--- config.mk ---
export PLATFORM = sky130hd
export DESIGN_NAME = heating_sensor_average_reporter_top
export DESIGN_NICKNAME = d
export VERILOG_FILES = /design/src/rtl/hsar_pkg.sv /design/src/rtl/hsar_fifo.sv /design/src/rtl/hsar_front.sv /design/src/rtl/hsar_back.sv /design/src/rtl/heating_sensor_average_reporter_top.sv
export SDC_FILE = /design/constraint.sdc
export NUM_CORES = 2
export LEC_CHECK = 0
export BUFFER_PORTS_ARGS = -buffer_cell sky130_fd_sc_hd__buf_2
export CAP_MARGIN = 20
export CORE_UTILIZATION = 70
export CTS_BUF_LIST = sky130_fd_sc_hd__clkbuf_4
export DETAILED_ROUTE_END_ITERATION = 7
export PLACE_DENSITY = 0.93
export SETUP_SLACK_MARGIN = 0.05
export SYNTH_ARGS = -nofsm -noshare
export SYNTH_HDL_FRONTEND = slang
export SYNTH_SLANG_ARGS = --single-unit
--- constraint.sdc ---
create_clock -name clk -period 15.8 [get_ports clk]
set_clock_uncertainty 0.2 [all_clocks]
set_input_delay 2.37 -clock clk [delete_from_list [all_inputs] [get_ports clk]]
set_output_delay 2.37 -clock clk [all_outputs]
set_load 0.02 [all_outputs]
--- src/rtl/hsar_pkg.sv ---
// Shared types and constants for the heating sensor average reporter.
// No dependencies; every other rtl file imports this package.
package hsar_pkg;

  localparam int TIME_W  = 32;
  localparam int INTV_W  = 24;
  localparam int CNT_W   = 8;
  localparam int TEMP_W  = 12;
  localparam int VAL_W   = 13;
  localparam int SUM_W   = 21;
  localparam int KIND_W  = 3;
  localparam int THR_W   = 12;
  localparam int CFG_IDX_W  = 3;
  localparam int CFG_DATA_W = 24;

  localparam logic [CNT_W-1:0] MAX_AVG_COUNT = 8'd255;
  // log2 of the 2 K threshold in sixteenths (32)
  localparam int TWO_K_SHIFT = 5;

  localparam logic [INTV_W-1:0] INTV_RESET = 24'd30000;
  localparam logic [CNT_W-1:0]  N_RESET    = 8'd20;
  localparam logic [THR_W-1:0]  RISE_RESET = 12'd48;
  localparam logic [THR_W-1:0]  FALL_RESET = 12'd320;
  localparam logic [VAL_W-1:0]  HW_RESET   = 13'h1380;  // -3200

  localparam int DIV_STEPS  = SUM_W;
  localparam int DIV_CNT_W  = $clog2(DIV_STEPS);
  localparam int FIFO_DEPTH = 4;
  localparam int FIFO_PTR_W = $clog2(FIFO_DEPTH);

  typedef enum logic [KIND_W-1:0] {
    KIND_HOT  = 3'd0,
    KIND_DIFF = 3'd1,
    KIND_ON   = 3'd2,
    KIND_OFF  = 3'd3,
    KIND_RET  = 3'd4,
    KIND_FLOW = 3'd5
  } kind_t;

  typedef enum logic [CFG_IDX_W-1:0] {
    REG_REPORT_INTV = 3'd0,
    REG_RETURN_INTV = 3'd1,
    REG_FLOW_INTV   = 3'd2,
    REG_N_DELTA     = 3'd3,
    REG_N_RETURN    = 3'd4,
    REG_N_FLOW      = 3'd5,
    REG_RISE_K      = 3'd6,
    REG_FALL_K      = 3'd7
  } reg_idx_t;

  typedef enum logic [1:0] {
    F_IDLE,
    F_EVAL,
    F_PUSH
  } front_state_t;

  typedef enum logic [1:0] {
    B_IDLE,
    B_DIV,
    B_DONE
  } back_state_t;

  // One queued result: either a direct value or a sum to be averaged
  typedef struct packed {
    kind_t                   kind;
    logic                    div;
    logic signed [SUM_W-1:0] sum;
    logic [CNT_W-1:0]        cnt;
    logic                    last;
  } cmd_t;

endpackage

--- src/rtl/hsar_fifo.sv ---
// Small word queue between the front and back parts.
// Depends on hsar_pkg (cmd_t, FIFO_DEPTH).
module hsar_fifo
  import hsar_pkg::*;
(
  input  logic clk,
  input  logic rst_n,
  input  logic push,
  input  cmd_t push_word,
  output logic full,
  input  logic pop,
  output logic valid,
  output cmd_t pop_word
);

  cmd_t                  mem_r [FIFO_DEPTH];
  logic [FIFO_PTR_W-1:0] wr_ptr_r, wr_ptr_nxt;
  logic [FIFO_PTR_W-1:0] rd_ptr_r, rd_ptr_nxt;
  logic [FIFO_PTR_W:0]   cnt_r, cnt_nxt;
  logic                  do_push, do_pop;

  assign full     = (cnt_r == (FIFO_PTR_W+1)'(FIFO_DEPTH));
  assign valid    = (cnt_r != '0);
  assign pop_word = mem_r[rd_ptr_r];
  assign do_push  = push && !full;
  assign do_pop   = pop && valid;

  always_comb begin
    wr_ptr_nxt = do_push ? wr_ptr_r + 1'b1 : wr_ptr_r;
    rd_ptr_nxt = do_pop ? rd_ptr_r + 1'b1 : rd_ptr_r;
    cnt_nxt    = cnt_r;
    if (do_push && !do_pop) begin
      cnt_nxt = cnt_r + 1'b1;
    end else if (do_pop && !do_push) begin
      cnt_nxt = cnt_r - 1'b1;
    end
  end

  always_ff @(posedge clk) begin
    if (!rst_n) begin
      wr_ptr_r <= '0;
      rd_ptr_r <= '0;
      cnt_r    <= '0;
    end else begin
      wr_ptr_r <= wr_ptr_nxt;
      rd_ptr_r <= rd_ptr_nxt;
      cnt_r    <= cnt_nxt;
    end
  end

  always_ff @(posedge clk) begin
    if (do_push) begin
      mem_r[wr_ptr_r] <= push_word;
    end
  end

endmodule

--- src/rtl/hsar_front.sv ---
// Front part: configuration registers, input capture, timers, accumulators
// and the per-word result list. Depends on hsar_pkg.
module hsar_front
  import hsar_pkg::*;
(
  input  logic                         clk,
  input  logic                         rst_n,
  input  logic                         cfg_we,
  input  logic [CFG_IDX_W-1:0]         cfg_index,
  input  logic [CFG_DATA_W-1:0]        cfg_wdata,
  input  logic                         in_valid,
  output logic                         in_ready,
  input  logic [TIME_W-1:0]            in_now_ms,
  input  logic                         in_link_up,
  input  logic signed [TEMP_W-1:0]     in_hot_water_temp,
  input  logic signed [TEMP_W-1:0]     in_flow_temp,
  input  logic signed [TEMP_W-1:0]     in_return_temp,
  output logic                         q_push,
  output cmd_t                         q_word,
  input  logic                         q_full
);

  // configuration
  logic [INTV_W-1:0] rep_intv_r, ret_intv_r, flw_intv_r;
  logic [CNT_W-1:0]  n_delta_r, n_ret_r, n_flw_r;
  logic [THR_W-1:0]  rise_k_r, fall_k_r;

  front_state_t state_r, state_nxt;

  // captured word
  logic [TIME_W-1:0]        now_r;
  logic                     link_r;
  logic signed [TEMP_W-1:0] hw_r, fl_r, rt_r;

  // block state
  logic [TIME_W-1:0]       last_rep_r, last_rep_nxt;
  logic [TIME_W-1:0]       last_ret_r, last_ret_nxt;
  logic [TIME_W-1:0]       last_flw_r, last_flw_nxt;
  logic signed [VAL_W-1:0] hw_rep_r, hw_rep_nxt;
  logic signed [SUM_W-1:0] dsum_r, dsum_nxt, rsum_r, rsum_nxt, fsum_r, fsum_nxt;
  logic [CNT_W-1:0]        dcnt_r, dcnt_nxt, rcnt_r, rcnt_nxt, fcnt_r, fcnt_nxt;
  logic                    heat_on_r, heat_on_nxt;

  // pending results, one bit per kind, and their captured sums
  logic [5:0]              pend_r, pend_nxt;
  logic [5:0]              sel;
  logic signed [SUM_W-1:0] cap_dsum_r, cap_rsum_r, cap_fsum_r;
  logic [CNT_W-1:0]        cap_dcnt_r, cap_rcnt_r, cap_fcnt_r;
  logic                    cap_en;

  // evaluation terms
  logic                    rep_due, ret_due, flw_due;
  logic signed [VAL_W:0]   hw_up, hw_down;
  logic signed [VAL_W-1:0] dstep;
  logic signed [SUM_W-1:0] dsum_new, rsum_new, fsum_new;
  logic [CNT_W-1:0]        dcnt_new, rcnt_new, fcnt_new;
  logic                    hw_emit, d_eval, d_above, r_eval, f_eval;
  logic [CNT_W+TWO_K_SHIFT-1:0] d_limit;

  assign in_ready = (state_r == F_IDLE);

  always_comb begin
    rep_due = (now_r - last_rep_r) > {{(TIME_W-INTV_W){1'b0}}, rep_intv_r};
    ret_due = (now_r - last_ret_r) > {{(TIME_W-INTV_W){1'b0}}, ret_intv_r};
    flw_due = (now_r - last_flw_r) > {{(TIME_W-INTV_W){1'b0}}, flw_intv_r};

    hw_up   = (VAL_W+1)'(hw_r) - (VAL_W+1)'(hw_rep_r);
    hw_down = (VAL_W+1)'(hw_rep_r) - (VAL_W+1)'(hw_r);
    hw_emit = (hw_up > $signed({{(VAL_W+1-THR_W){1'b0}}, rise_k_r})) ||
              (hw_down > $signed({{(VAL_W+1-THR_W){1'b0}}, fall_k_r}));

    dstep    = VAL_W'(fl_r) - VAL_W'(rt_r);
    dsum_new = dsum_r + SUM_W'(dstep);
    dcnt_new = dcnt_r + 1'b1;
    d_eval   = (dcnt_new >= n_delta_r) || (dcnt_new == MAX_AVG_COUNT);
    d_limit  = {dcnt_new, {TWO_K_SHIFT{1'b0}}};
    d_above  = dsum_new > $signed({{(SUM_W-CNT_W-TWO_K_SHIFT){1'b0}}, d_limit});

    rsum_new = rsum_r + SUM_W'(rt_r);
    rcnt_new = rcnt_r + 1'b1;
    r_eval   = (rcnt_new > n_ret_r) || (rcnt_new == MAX_AVG_COUNT);

    fsum_new = fsum_r + SUM_W'(fl_r);
    fcnt_new = fcnt_r + 1'b1;
    f_eval   = (fcnt_new > n_flw_r) || (fcnt_new == MAX_AVG_COUNT);
  end

  // lowest pending kind goes first
  always_comb begin
    sel = '0;
    if (pend_r[KIND_HOT]) begin
      sel[KIND_HOT] = 1'b1;
    end else if (pend_r[KIND_DIFF]) begin
      sel[KIND_DIFF] = 1'b1;
    end else if (pend_r[KIND_ON]) begin
      sel[KIND_ON] = 1'b1;
    end else if (pend_r[KIND_OFF]) begin
      sel[KIND_OFF] = 1'b1;
    end else if (pend_r[KIND_RET]) begin
      sel[KIND_RET] = 1'b1;
    end else if (pend_r[KIND_FLOW]) begin
      sel[KIND_FLOW] = 1'b1;
    end
  end

  always_comb begin
    q_word.div  = 1'b0;
    q_word.sum  = '0;
    q_word.cnt  = '0;
    q_word.kind = KIND_FLOW;
    q_word.last = ((pend_r & ~sel) == '0);
    if (sel[KIND_HOT]) begin
      q_word.kind = KIND_HOT;
      q_word.sum  = SUM_W'(hw_r);
    end else if (sel[KIND_DIFF]) begin
      q_word.kind = KIND_DIFF;
      q_word.div  = 1'b1;
      q_word.sum  = cap_dsum_r;
      q_word.cnt  = cap_dcnt_r;
    end else if (sel[KIND_ON]) begin
      q_word.kind = KIND_ON;
    end else if (sel[KIND_OFF]) begin
      q_word.kind = KIND_OFF;
    end else if (sel[KIND_RET]) begin
      q_word.kind = KIND_RET;
      q_word.div  = 1'b1;
      q_word.sum  = cap_rsum_r;
      q_word.cnt  = cap_rcnt_r;
    end else begin
      q_word.div  = 1'b1;
      q_word.sum  = cap_fsum_r;
      q_word.cnt  = cap_fcnt_r;
    end
  end

  always_comb begin
    state_nxt    = state_r;
    last_rep_nxt = last_rep_r;
    last_ret_nxt = last_ret_r;
    last_flw_nxt = last_flw_r;
    hw_rep_nxt   = hw_rep_r;
    dsum_nxt     = dsum_r;
    dcnt_nxt     = dcnt_r;
    rsum_nxt     = rsum_r;
    rcnt_nxt     = rcnt_r;
    fsum_nxt     = fsum_r;
    fcnt_nxt     = fcnt_r;
    heat_on_nxt  = heat_on_r;
    pend_nxt     = pend_r;
    cap_en       = 1'b0;
    q_push       = 1'b0;
    case (state_r)
      F_IDLE: begin
        if (in_valid) begin
          state_nxt = F_EVAL;
        end
      end
      F_EVAL: begin
        pend_nxt = '0;
        if (!link_r) begin
          last_rep_nxt = '0;
        end else begin
          cap_en = 1'b1;
          if (rep_due) begin
            last_rep_nxt = now_r;
            if (hw_emit) begin
              pend_nxt[KIND_HOT] = 1'b1;
              hw_rep_nxt = VAL_W'(hw_r);
            end
            if (d_eval) begin
              dsum_nxt = '0;
              dcnt_nxt = '0;
              if (d_above) begin
                pend_nxt[KIND_DIFF] = 1'b1;
                pend_nxt[KIND_ON]   = !heat_on_r;
                heat_on_nxt         = 1'b1;
              end else begin
                pend_nxt[KIND_OFF] = 1'b1;
                heat_on_nxt        = 1'b0;
              end
            end else begin
              dsum_nxt = dsum_new;
              dcnt_nxt = dcnt_new;
            end
          end
          if (ret_due) begin
            last_ret_nxt = now_r;
            if (r_eval) begin
              pend_nxt[KIND_RET] = 1'b1;
              rsum_nxt = '0;
              rcnt_nxt = '0;
            end else begin
              rsum_nxt = rsum_new;
              rcnt_nxt = rcnt_new;
            end
          end
          if (flw_due) begin
            last_flw_nxt = now_r;
            if (f_eval) begin
              pend_nxt[KIND_FLOW] = 1'b1;
              fsum_nxt = '0;
              fcnt_nxt = '0;
            end else begin
              fsum_nxt = fsum_new;
              fcnt_nxt = fcnt_new;
            end
          end
        end
        state_nxt = (pend_nxt == '0) ? F_IDLE : F_PUSH;
      end
      F_PUSH: begin
        if (!q_full) begin
          q_push   = 1'b1;
          pend_nxt = pend_r & ~sel;
          if (pend_nxt == '0) begin
            state_nxt = F_IDLE;
          end
        end
      end
      default: begin
        state_nxt = F_IDLE;
      end
    endcase
  end

  always_ff @(posedge clk) begin
    if (!rst_n) begin
      rep_intv_r <= INTV_RESET;
      ret_intv_r <= INTV_RESET;
      flw_intv_r <= INTV_RESET;
      n_delta_r  <= N_RESET;
      n_ret_r    <= N_RESET;
      n_flw_r    <= N_RESET;
      rise_k_r   <= RISE_RESET;
      fall_k_r   <= FALL_RESET;
    end else if (cfg_we) begin
      case (reg_idx_t'(cfg_index))
        REG_REPORT_INTV: rep_intv_r <= cfg_wdata[INTV_W-1:0];
        REG_RETURN_INTV: ret_intv_r <= cfg_wdata[INTV_W-1:0];
        REG_FLOW_INTV:   flw_intv_r <= cfg_wdata[INTV_W-1:0];
        REG_N_DELTA:     n_delta_r  <= cfg_wdata[CNT_W-1:0];
        REG_N_RETURN:    n_ret_r    <= cfg_wdata[CNT_W-1:0];
        REG_N_FLOW:      n_flw_r    <= cfg_wdata[CNT_W-1:0];
        REG_RISE_K:      rise_k_r   <= cfg_wdata[THR_W-1:0];
        REG_FALL_K:      fall_k_r   <= cfg_wdata[THR_W-1:0];
        default: begin
        end
      endcase
    end
  end

  always_ff @(posedge clk) begin
    if (!rst_n) begin
      state_r    <= F_IDLE;
      last_rep_r <= '0;
      last_ret_r <= '0;
      last_flw_r <= '0;
      hw_rep_r   <= HW_RESET;
      dsum_r     <= '0;
      dcnt_r     <= '0;
      rsum_r     <= '0;
      rcnt_r     <= '0;
      fsum_r     <= '0;
      fcnt_r     <= '0;
      heat_on_r  <= 1'b0;
      pend_r     <= '0;
    end else begin
      state_r    <= state_nxt;
      last_rep_r <= last_rep_nxt;
      last_ret_r <= last_ret_nxt;
      last_flw_r <= last_flw_nxt;
      hw_rep_r   <= hw_rep_nxt;
      dsum_r     <= dsum_nxt;
      dcnt_r     <= dcnt_nxt;
      rsum_r     <= rsum_nxt;
      rcnt_r     <= rcnt_nxt;
      fsum_r     <= fsum_nxt;
      fcnt_r     <= fcnt_nxt;
      heat_on_r  <= heat_on_nxt;
      pend_r     <= pend_nxt;
    end
  end

  always_ff @(posedge clk) begin
    if (in_valid && in_ready) begin
      now_r  <= in_now_ms;
      link_r <= in_link_up;
      hw_r   <= in_hot_water_temp;
      fl_r   <= in_flow_temp;
      rt_r   <= in_return_temp;
    end
    if (cap_en) begin
      cap_dsum_r <= dsum_new;
      cap_dcnt_r <= dcnt_new;
      cap_rsum_r <= rsum_new;
      cap_rcnt_r <= rcnt_new;
      cap_fsum_r <= fsum_new;
      cap_fcnt_r <= fcnt_new;
    end
  end

endmodule

--- src/rtl/hsar_back.sv ---
// Back part: takes queued words, averages through a bit-serial divider
// and holds each result in the output register. Depends on hsar_pkg.
module hsar_back
  import hsar_pkg::*;
(
  input  logic                    clk,
  input  logic                    rst_n,
  input  logic                    q_valid,
  input  cmd_t                    q_word,
  output logic                    q_pop,
  output logic                    out_valid,
  input  logic                    out_ready,
  output logic [KIND_W-1:0]       out_kind,
  output logic signed [VAL_W-1:0] out_value,
  output logic                    out_last
);

  back_state_t state_r, state_nxt;

  logic                    ov_r, ov_nxt;
  logic [KIND_W-1:0]       okind_r;
  logic signed [VAL_W-1:0] oval_r;
  logic                    olast_r;
  logic                    out_load;
  logic [KIND_W-1:0]       load_kind;
  logic signed [VAL_W-1:0] load_val;

  // divider
  logic [SUM_W-1:0]     quo_r;     // dividend shifting out, quotient in
  logic [CNT_W-1:0]     rem_r, dvs_r;
  logic [DIV_CNT_W-1:0] step_r, step_nxt;
  logic                 neg_r;
  kind_t                dkind_r;
  logic                 dlast_r;
  logic                 div_load, div_step;
  logic [CNT_W:0]       rem_sh;
  logic                 q_bit;
  logic [SUM_W-1:0]     quo_sgn;

  assign out_valid = ov_r;
  assign out_kind  = okind_r;
  assign out_value = oval_r;
  assign out_last  = olast_r;

  assign rem_sh  = {rem_r, quo_r[SUM_W-1]};
  assign q_bit   = (rem_sh >= {1'b0, dvs_r});
  assign quo_sgn = neg_r ? (~quo_r + 1'b1) : quo_r;

  always_comb begin
    state_nxt = state_r;
    step_nxt  = step_r;
    q_pop     = 1'b0;
    out_load  = 1'b0;
    load_kind = q_word.kind;
    load_val  = q_word.sum[VAL_W-1:0];
    div_load  = 1'b0;
    div_step  = 1'b0;
    case (state_r)
      B_IDLE: begin
        if (q_valid) begin
          if (q_word.div) begin
            q_pop     = 1'b1;
            div_load  = 1'b1;
            step_nxt  = '0;
            state_nxt = B_DIV;
          end else if (!ov_r || out_ready) begin
            q_pop    = 1'b1;
            out_load = 1'b1;
          end
        end
      end
      B_DIV: begin
        div_step = 1'b1;
        step_nxt = step_r + 1'b1;
        if (step_r == DIV_CNT_W'(DIV_STEPS - 1)) begin
          state_nxt = B_DONE;
        end
      end
      B_DONE: begin
        load_kind = dkind_r;
        load_val  = quo_sgn[VAL_W-1:0];
        if (!ov_r || out_ready) begin
          out_load  = 1'b1;
          state_nxt = B_IDLE;
        end
      end
      default: begin
        state_nxt = B_IDLE;
      end
    endcase
    ov_nxt = out_load ? 1'b1 : (out_ready ? 1'b0 : ov_r);
  end

  always_ff @(posedge clk) begin
    if (!rst_n) begin
      state_r <= B_IDLE;
      ov_r    <= 1'b0;
      step_r  <= '0;
    end else begin
      state_r <= state_nxt;
      ov_r    <= ov_nxt;
      step_r  <= step_nxt;
    end
  end

  always_ff @(posedge clk) begin
    if (out_load) begin
      okind_r <= load_kind;
      oval_r  <= load_val;
      olast_r <= (state_r == B_DONE) ? dlast_r : q_word.last;
    end
    if (div_load) begin
      neg_r   <= q_word.sum[SUM_W-1];
      quo_r   <= q_word.sum[SUM_W-1] ? (~q_word.sum + 1'b1) : q_word.sum;
      rem_r   <= '0;
      dvs_r   <= q_word.cnt;
      dkind_r <= q_word.kind;
      dlast_r <= q_word.last;
    end else if (div_step) begin
      rem_r <= q_bit ? CNT_W'(rem_sh - {1'b0, dvs_r}) : rem_sh[CNT_W-1:0];
      quo_r <= {quo_r[SUM_W-2:0], q_bit};
    end
  end

endmodule

--- src/rtl/heating_sensor_average_reporter_top.sv ---
// Heating sensor average reporter. An input word is taken while the front is
// idle and evaluated in the next cycle; the results it causes (at most five)
// are then queued one per cycle, unless the queue is full, into a four-word
// queue. Hot water and heating on/off results leave the back part one per
// cycle as long as the output is accepted; each of the three averages
// (difference, return, flow) runs through a one-bit-a-cycle restoring divider
// of 21 steps, with a load before and an unload after, and the back part takes
// no new word until it is done. The front waits for the queue only when it is
// full. Averages truncate toward zero. Depends on hsar_pkg, hsar_front,
// hsar_fifo and hsar_back.
module heating_sensor_average_reporter_top
  import hsar_pkg::*;
(
  input  logic                     clk,
  input  logic                     rst_n,
  // configuration write port
  input  logic                     cfg_we,
  input  logic [CFG_IDX_W-1:0]     cfg_index,
  input  logic [CFG_DATA_W-1:0]    cfg_wdata,
  // input words
  input  logic                     in_valid,
  output logic                     in_ready,
  input  logic [TIME_W-1:0]        in_now_ms,
  input  logic                     in_link_up,
  input  logic signed [TEMP_W-1:0] in_hot_water_temp,
  input  logic signed [TEMP_W-1:0] in_flow_temp,
  input  logic signed [TEMP_W-1:0] in_return_temp,
  // result words
  output logic                     out_valid,
  input  logic                     out_ready,
  output logic [KIND_W-1:0]        out_kind,
  output logic signed [VAL_W-1:0]  out_value,
  output logic                     out_last
);

  // front -> queue -> back
  logic q_push, q_full, q_pop, q_valid;
  cmd_t q_in_word, q_out_word;

  // Front: timers, hot water check, accumulators and result list.
  hsar_front u_front (
    .clk               (clk),
    .rst_n             (rst_n),
    .cfg_we            (cfg_we),
    .cfg_index         (cfg_index),
    .cfg_wdata         (cfg_wdata),
    .in_valid          (in_valid),
    .in_ready          (in_ready),
    .in_now_ms         (in_now_ms),
    .in_link_up        (in_link_up),
    .in_hot_water_temp (in_hot_water_temp),
    .in_flow_temp      (in_flow_temp),
    .in_return_temp    (in_return_temp),
    .q_push            (q_push),
    .q_word            (q_in_word),
    .q_full            (q_full)
  );

  // Queue decouples evaluation from the divider.
  hsar_fifo u_fifo (
    .clk       (clk),
    .rst_n     (rst_n),
    .push      (q_push),
    .push_word (q_in_word),
    .full      (q_full),
    .pop       (q_pop),
    .valid     (q_valid),
    .pop_word  (q_out_word)
  );

  // Back: divider and output register.
  hsar_back u_back (
    .clk       (clk),
    .rst_n     (rst_n),
    .q_valid   (q_valid),
    .q_word    (q_out_word),
    .q_pop     (q_pop),
    .out_valid (out_valid),
    .out_ready (out_ready),
    .out_kind  (out_kind),
    .out_value (out_value),
    .out_last  (out_last)
  );

endmodule

### After elaboration in Yosys (flattened, before gate mapping)

Memory sizes are Yosys's and may differ from the RTL's. A register that Yosys moved wholly into a read port is not among the register bits.
Cells that the tools add are included.

| storage, ports and cells | value |
|---|---|
| memories kept | 1 |
| bits of input ports | 101 |
| logic and storage cells | 238 |
| memory bits (writable) | 136 |
| latch bits | 0 |
| register bits after elaboration | 555 |
| bits in read-only memories | 0 |

| operators by class | value |
|---|---|
| shift-type cells | 0 |
| $add $sub $neg | 20 |
| bitwise logic cells | 4 |
| equality and inequality tests | 24 |
| $lt $le $gt $ge | 10 |
| mux-type cells | 88 |
| div/mod/pow operators | 0 |
| multipliers | 0 |
| reductions and logical operators | 44 |

Memories:

| memory | depth | width | read ports | clocked after memory_dff | write ports | line | RTL |
|---|---|---|---|---|---|---|---|
| u_fifo.mem_r | 4 | 34 | 1 | 1 | 1 | hsar_fifo.sv:16 | `cmd_t mem_r [FIFO_DEPTH];` |

Operators with widths:

| kind | number |
|---|---|
| 21-bit two-way mux | 7 |
| 32-bit by 24-bit greater-than comparator with 1-bit output | 3 |
| 32-bit subtractor | 3 |
| 32-bit two-way mux | 2 |
| 30-bit two-way mux | 2 |
| 21-bit by 12-bit adder with 21-bit output | 2 |
| 8-bit two-way mux | 5 |
| 1-bit two-way mux | 35 |
| 33-bit two-way mux | 1 |
| 29-bit two-way mux | 1 |
| 14-bit by 13-bit greater-than comparator with 1-bit output | 2 |
| 13-bit two-way mux | 2 |
| 8-bit by 1-bit adder with 8-bit output, second input constant | 3 |
| 8-bit == test, second input constant | 3 |
| 2-bit two-way mux | 12 |
| 3-bit two-way mux | 8 |
| 21-bit by 1-bit adder with 21-bit output, second input constant | 1 |
| 21-bit by 13-bit adder with 21-bit output | 1 |
| 21-bit by 14-bit greater-than comparator with 1-bit output | 1 |
| 21-bit inverter | 1 |
| 2-bit AND reduction | 10 |
| 6-bit two-way mux | 3 |
| 8-bit greater-than comparator | 2 |
| 3-bit == test, second input constant | 5 |
| other kinds (37) | 75 |

### Depth between registers and ports, before layout

| logic depth | value |
|---|---|
| word-level depth | 12 |
| gate-level depth with buffers | 29 |

### By module

A second synthesis with hierarchy kept.

| unflattened totals | value |
|---|---|
| cell total of the unflattened synthesis | 4180 |
| area, all modules | 40272.4 um^2 |

By module, submodules not included:

| module | area an instance (um^2) | cells each | times used |
|---|---|---|---|
| hsar_front | 31107.3 | 3585 | 1 |
| hsar_fifo | 5439.0 | 226 | 1 |
| hsar_back | 3726.1 | 369 | 1 |

### Worst setup path after synthesis

Ideal clock, no wire load.

| path | value |
|---|---|
| path kind | register -> register |
| start point | register u_front.now_r[0] |
| end point | register u_front.last_ret_r[25] |
| arrival time | 5404 ps |
| data required time | 15472 ps |
| clock period less this slack | 5732 ps |
| stages on the path, launching flop included | 30 |
| setup slack | 10068 ps |
| path through | edfxtp_1 -> inv_1 -> ha_1 -> inv_1 -> fa_1 -> a211oi_1 -> o21bai_1 -> a41oi_1 -> nand2b_1 -> a221o_1 -> nand3_1 -> nand2_1 -> a21oi_1 -> o21bai_1 -> a21oi_1 -> xnor2_1 -> ha_1 -> nand2_1 -> o21ai_0 -> a221oi_1 -> o21ai_0 -> a2111oi_0 -> o21ai_0 -> nor4_2 -> o311ai_4 -> nand2_4 -> buf_6 -> buf_6 -> mux2i_1 -> nor2_1 |

| between the ends | value |
|---|---|
| cells in the longest elaborated chain, start to end | 3 |

RTL lines:

| element | line | RTL |
|---|---|---|
| start, declared | hsar_front.sv:31 | `logic [TIME_W-1:0] now_r;` |
| start signal, assigned | hsar_front.sv:286 | `now_r <= in_now_ms;` |
| 32-bit subtractor | hsar_front.sv:64 | `ret_due = (now_r - last_ret_r) > {{(TIME_W-INTV_W){1'b0}}, ret_intv_r};` |
| 32-bit by 24-bit greater-than comparator with 1-bit output | hsar_front.sv:64 |  |
| 3-bit AND reduction (no source line) | - |  |
| end signal, assigned | hsar_front.sv:270 | `last_ret_r <= last_ret_nxt;` |
| end, declared | hsar_front.sv:37 | `logic [TIME_W-1:0] last_ret_r, last_ret_nxt;` |

Every way passes these cells.
A chain may end at the register's enable or synchronous reset.

### Worst setup path after layout

| path | value |
|---|---|
| start point | register u_front.now_r[0] |
| end point | register u_front.last_ret_r[24] |

The elaborated chain is that of the path after synthesis.

==> results.toml <==
[yosys]
ys.flop_type = "dfxtp_1"
ys.warnings.count = 0
syn_area_per_cell_um2 = 9.61
ys_async_sr_fraction_pct = 0
synth_area_um2 = 39800
synth-edff-count = 343
ys_ff_latch = 693
synth.distinct_cells = 95
ys_seq_area_share_pct = 43.4
syn_inst = 4144
synth_fp_nets = 4605

[floorplan]
fp.dieH_um = 241
ios = 120
fp.dieW_um = 241
core_area_um2 = 56300
initial_core_util_pct = 70.8
fp.dieArea_um2 = 57900
rows = 87

[setup_path]
criticalPathCategory = "register to register"
start_kind = "register"
path_max_fanout = 55
rrSetupSlack_ps = 8440
max_stage_delay_ps = 700
end_kind = "register"
crit_slowest_cell = "nand2_4"
worst-path-buf-inv = 3
worstReg2RegEnd = "u_front.last_ret_r[24]"
required_ps = 16460
path_delay_family = "compound AO/OA/AOI/OAI gates"
r2r_cells = 28
reg2reg_from = "u_front.now_r[0]"
critPathMostFrequentCell = "o21ai_0"
worst_ep_arrival_time_ps = 8020

[clock_network]
clk_pin_slew_ps = 80
cts_sinks = 693
htreeDepth = 4
clockBufferDepth = 3
cts_resized = 0
cts_root_buf = "clkbuf_4"
post-cts-setup-buffers = 0
hold_buffers = 0
numCtsBuffers = 175
cts_tree = "yes"
clock_latency_ps = 1080

[power]
p_total_mw = 5.13
seq_power_share_pct = 42.5
combPwrFrac_pct = 26.8
power-per-cell-area_nw_per_um2 = 119
leakage_nw = 17.3
intPower_mw = 3.38
peakVddDrop_mv = 0.125
switchingPower_mw = 1.75
switching_share_pct = 34.1
p_clk_share_pct = 30.7

[global_route]
grt_pass1_vias = 31800
grt.busiest_layer = "met2"
globalRouteMet2Util_pct = 58.3
grt_max_degree = 108
grt_pass1_wl_um = 167000
antenna_found_initial = 3
use_met1_pct = 46.8
grt_usage_pct = 37.0
grt_remaining_overflow = 0
grt_use_met3_pct = 9.00

[finish]
finish.instance_area_um2 = 43200
fin_nets = 4747
post-route-util_pct = 76.8
fillers = 3489
drive_gt1_share_pct = 11.4
stdcell_count = 5194
areaGrowthSynthToFinish_pct = 8.45

[place]
hpwl_um = 72400
place.gp.congestion = 1.00
place_inst = 4861
place_area_um2 = 40800
place_ws_ps = 8620
portBuffers = 119

[drt]
drt_wl_total_um = 107000
viasPerCell = 6.41
wl_per_cell_um = 20.7
vias = 33300
ant_nets = 0
drt_first_pass_iters = 6
drt_iter0_drc = 4200
drc_errors = 0

[sta]
worst_pin_slew_ps = 1150
worst_slack_ps = 8440
fmax_ghz = 0.136
setup_viol = 0
hold_ws_ps = 252
slew_headroom_pct = 23.1
setup-tns-final_ps = 0
rsz0062_at_grt = "false"
slew_violations = 0
finalCritPeriodShare_pct = 46.6
period_needed_ps = 7360
final_hold_viol_count = 0

[min_path]
hp-start = "u_front.flw_intv_r[18]"
holdPathStages = 2
min_delay_worst_endpoint = "u_front.flw_intv_r[18]"
hold_path.class = "register to register"

[status]
outcome = "finished clean"

[job]
cap_violations = 0
-- how the worst max path moves through the flow --
| stage | depth (start not counted) | to | slack, ps | startpoint |
|---|---|---|---|---|
| 6_report | 28 | u_front.last_ret_r[24] | 8440 | u_front.now_r[0] |
| 5_1_grt | 28 | u_front.last_ret_r[10] | 7870 | u_front.now_r[0] |
| 4_1_cts | 28 | u_front.rsum_r[20] | 8500 | u_front.now_r[0] |
| 3_5_place_dp | 28 | u_front.rsum_r[20] | 8620 | u_front.now_r[0] |
| 3_3_place_gp | 28 | u_front.rsum_r[20] | 8980 | u_front.now_r[0] |
| 2_1_floorplan | 29 | u_front.last_ret_r[25] | 10070 | u_front.now_r[0] |
-- routing by layer --
metal / vias up / routed length, µm
li1: 15200 / -
met1: 15700 / 41200
met2: 1965 / 49200
met3: 422 / 11400
met4: 2 / 5670
met5: - / 8
-- worst min-delay path, cell delays in order (launching register included) --
cell and delay, ps:
dfxtp_1 310, nand2_1 50, a21oi_1 50
-- sequential cells by signal, summed over array words and instances (netlist names), 21 cells and up, named ones only --
name	cells
u_front.dsum_r	21
u_front.last_rep_r	32
u_front.fsum_r	21
u_front.now_r	32
u_front.last_flw_r	32
u_front.rep_intv_r	24
u_front.last_ret_r	32
u_front.cap_fsum_r	21
u_front.ret_intv_r	24
u_front.cap_dsum_r	21
u_front.flw_intv_r	24
u_back.quo_r	21
u_front.rsum_r	21
u_front.cap_rsum_r	21
u_fifo.mem_r	136
-- area by class of cell --
type                    instances  area (µm²)  share of cell area (%)
flip-flops and latches        693       17300                    40.1
repair buffers                148         832                    1.93
diodes                          3        7.51                  0.0174
clock buffers                 248        1860                    4.31
well taps                     756         946                    2.19
clock inverters                78         438                    1.01
multi-input cells            2862       20300                    46.9
inverters                     406        1540                    3.56
-- cells in the mapped netlist, drive strengths merged, types with 7 or more instances --
library cell	count	area, µm²
and3	29	181
a211oi	27	218
nor2b	40	250
a41oi	16	140
o211ai	55	418
nor3	47	235
a21oi	378	1900
dfxtp	350	7010
o21a	32	240
a211o	9	80.1
mux4	34	766
a21boi	25	191
edfxtp	343	10300
or4bb	15	169
ha	331	4140
o21bai	24	180
o2111ai	7	61.3
a21o	115	863
nand2	410	1550
nand2b	60	375
o22ai	7	43.8
fa	29	581
clkbuf	148	567
xnor2	111	972
mux2i	74	741
a31oi	14	87.6
a22oi	12	90.1
nand4	50	313
nand3	125	626
a22o	35	307
o31a	8	70.1
inv	405	1520
o41ai	7	61.3
o31ai	25	188
and2	14	87.6
xor2	90	788
or3	29	181
a2111oi	8	101
buf	35	208
nor4	10	68.8
nor2	218	818
or4	13	97.6
o21ai	241	1210
-- layout by cell type, fill, tap and decap left out, drive strengths merged, types with 66 or more instances in the layout --
| cell type | Yosys | final |
|---|---|---|
| a21o | 115 | 115 |
| nand2 | 410 | 410 |
| clkbuf | 148 | 248 |
| clkinv | 1 | 66 |
| edfxtp | 343 | 343 |
| mux2i | 74 | 74 |
| xnor2 | 111 | 111 |
| inv | 405 | 413 |
| nand3 | 125 | 125 |
| ha | 331 | 331 |
| buf | 35 | 148 |
| dfxtp | 350 | 350 |
| nor2 | 218 | 218 |
| a21oi | 378 | 378 |
| xor2 | 90 | 90 |
| o21ai | 241 | 241 |
-- logic make-up after synthesis --
family,count (synthesis),share of synthesized area [%]
AO/OA/AOI/OAI,1101,17.6
multiplexers,114,3.95
XOR/XNOR,201,4.42
buffers and inverters,589,5.77
adder cells (fa/ha/maj),361,11.9
flip-flops,693,43.4
AND/OR/NAND/NOR,1085,12.9
-- power by group through the flow --
stage,logic (mW),registers (mW),clock network [mW]
floorplan,0.979,2.19,0
global placement,1.24,2.20,0
detailed placement,1.30,2.21,0
CTS,1.34,2.17,1.59
global route,1.50,2.19,1.67
finish,1.38,2.18,1.57
No activity file was read; power rests on OpenSTA's default activity.
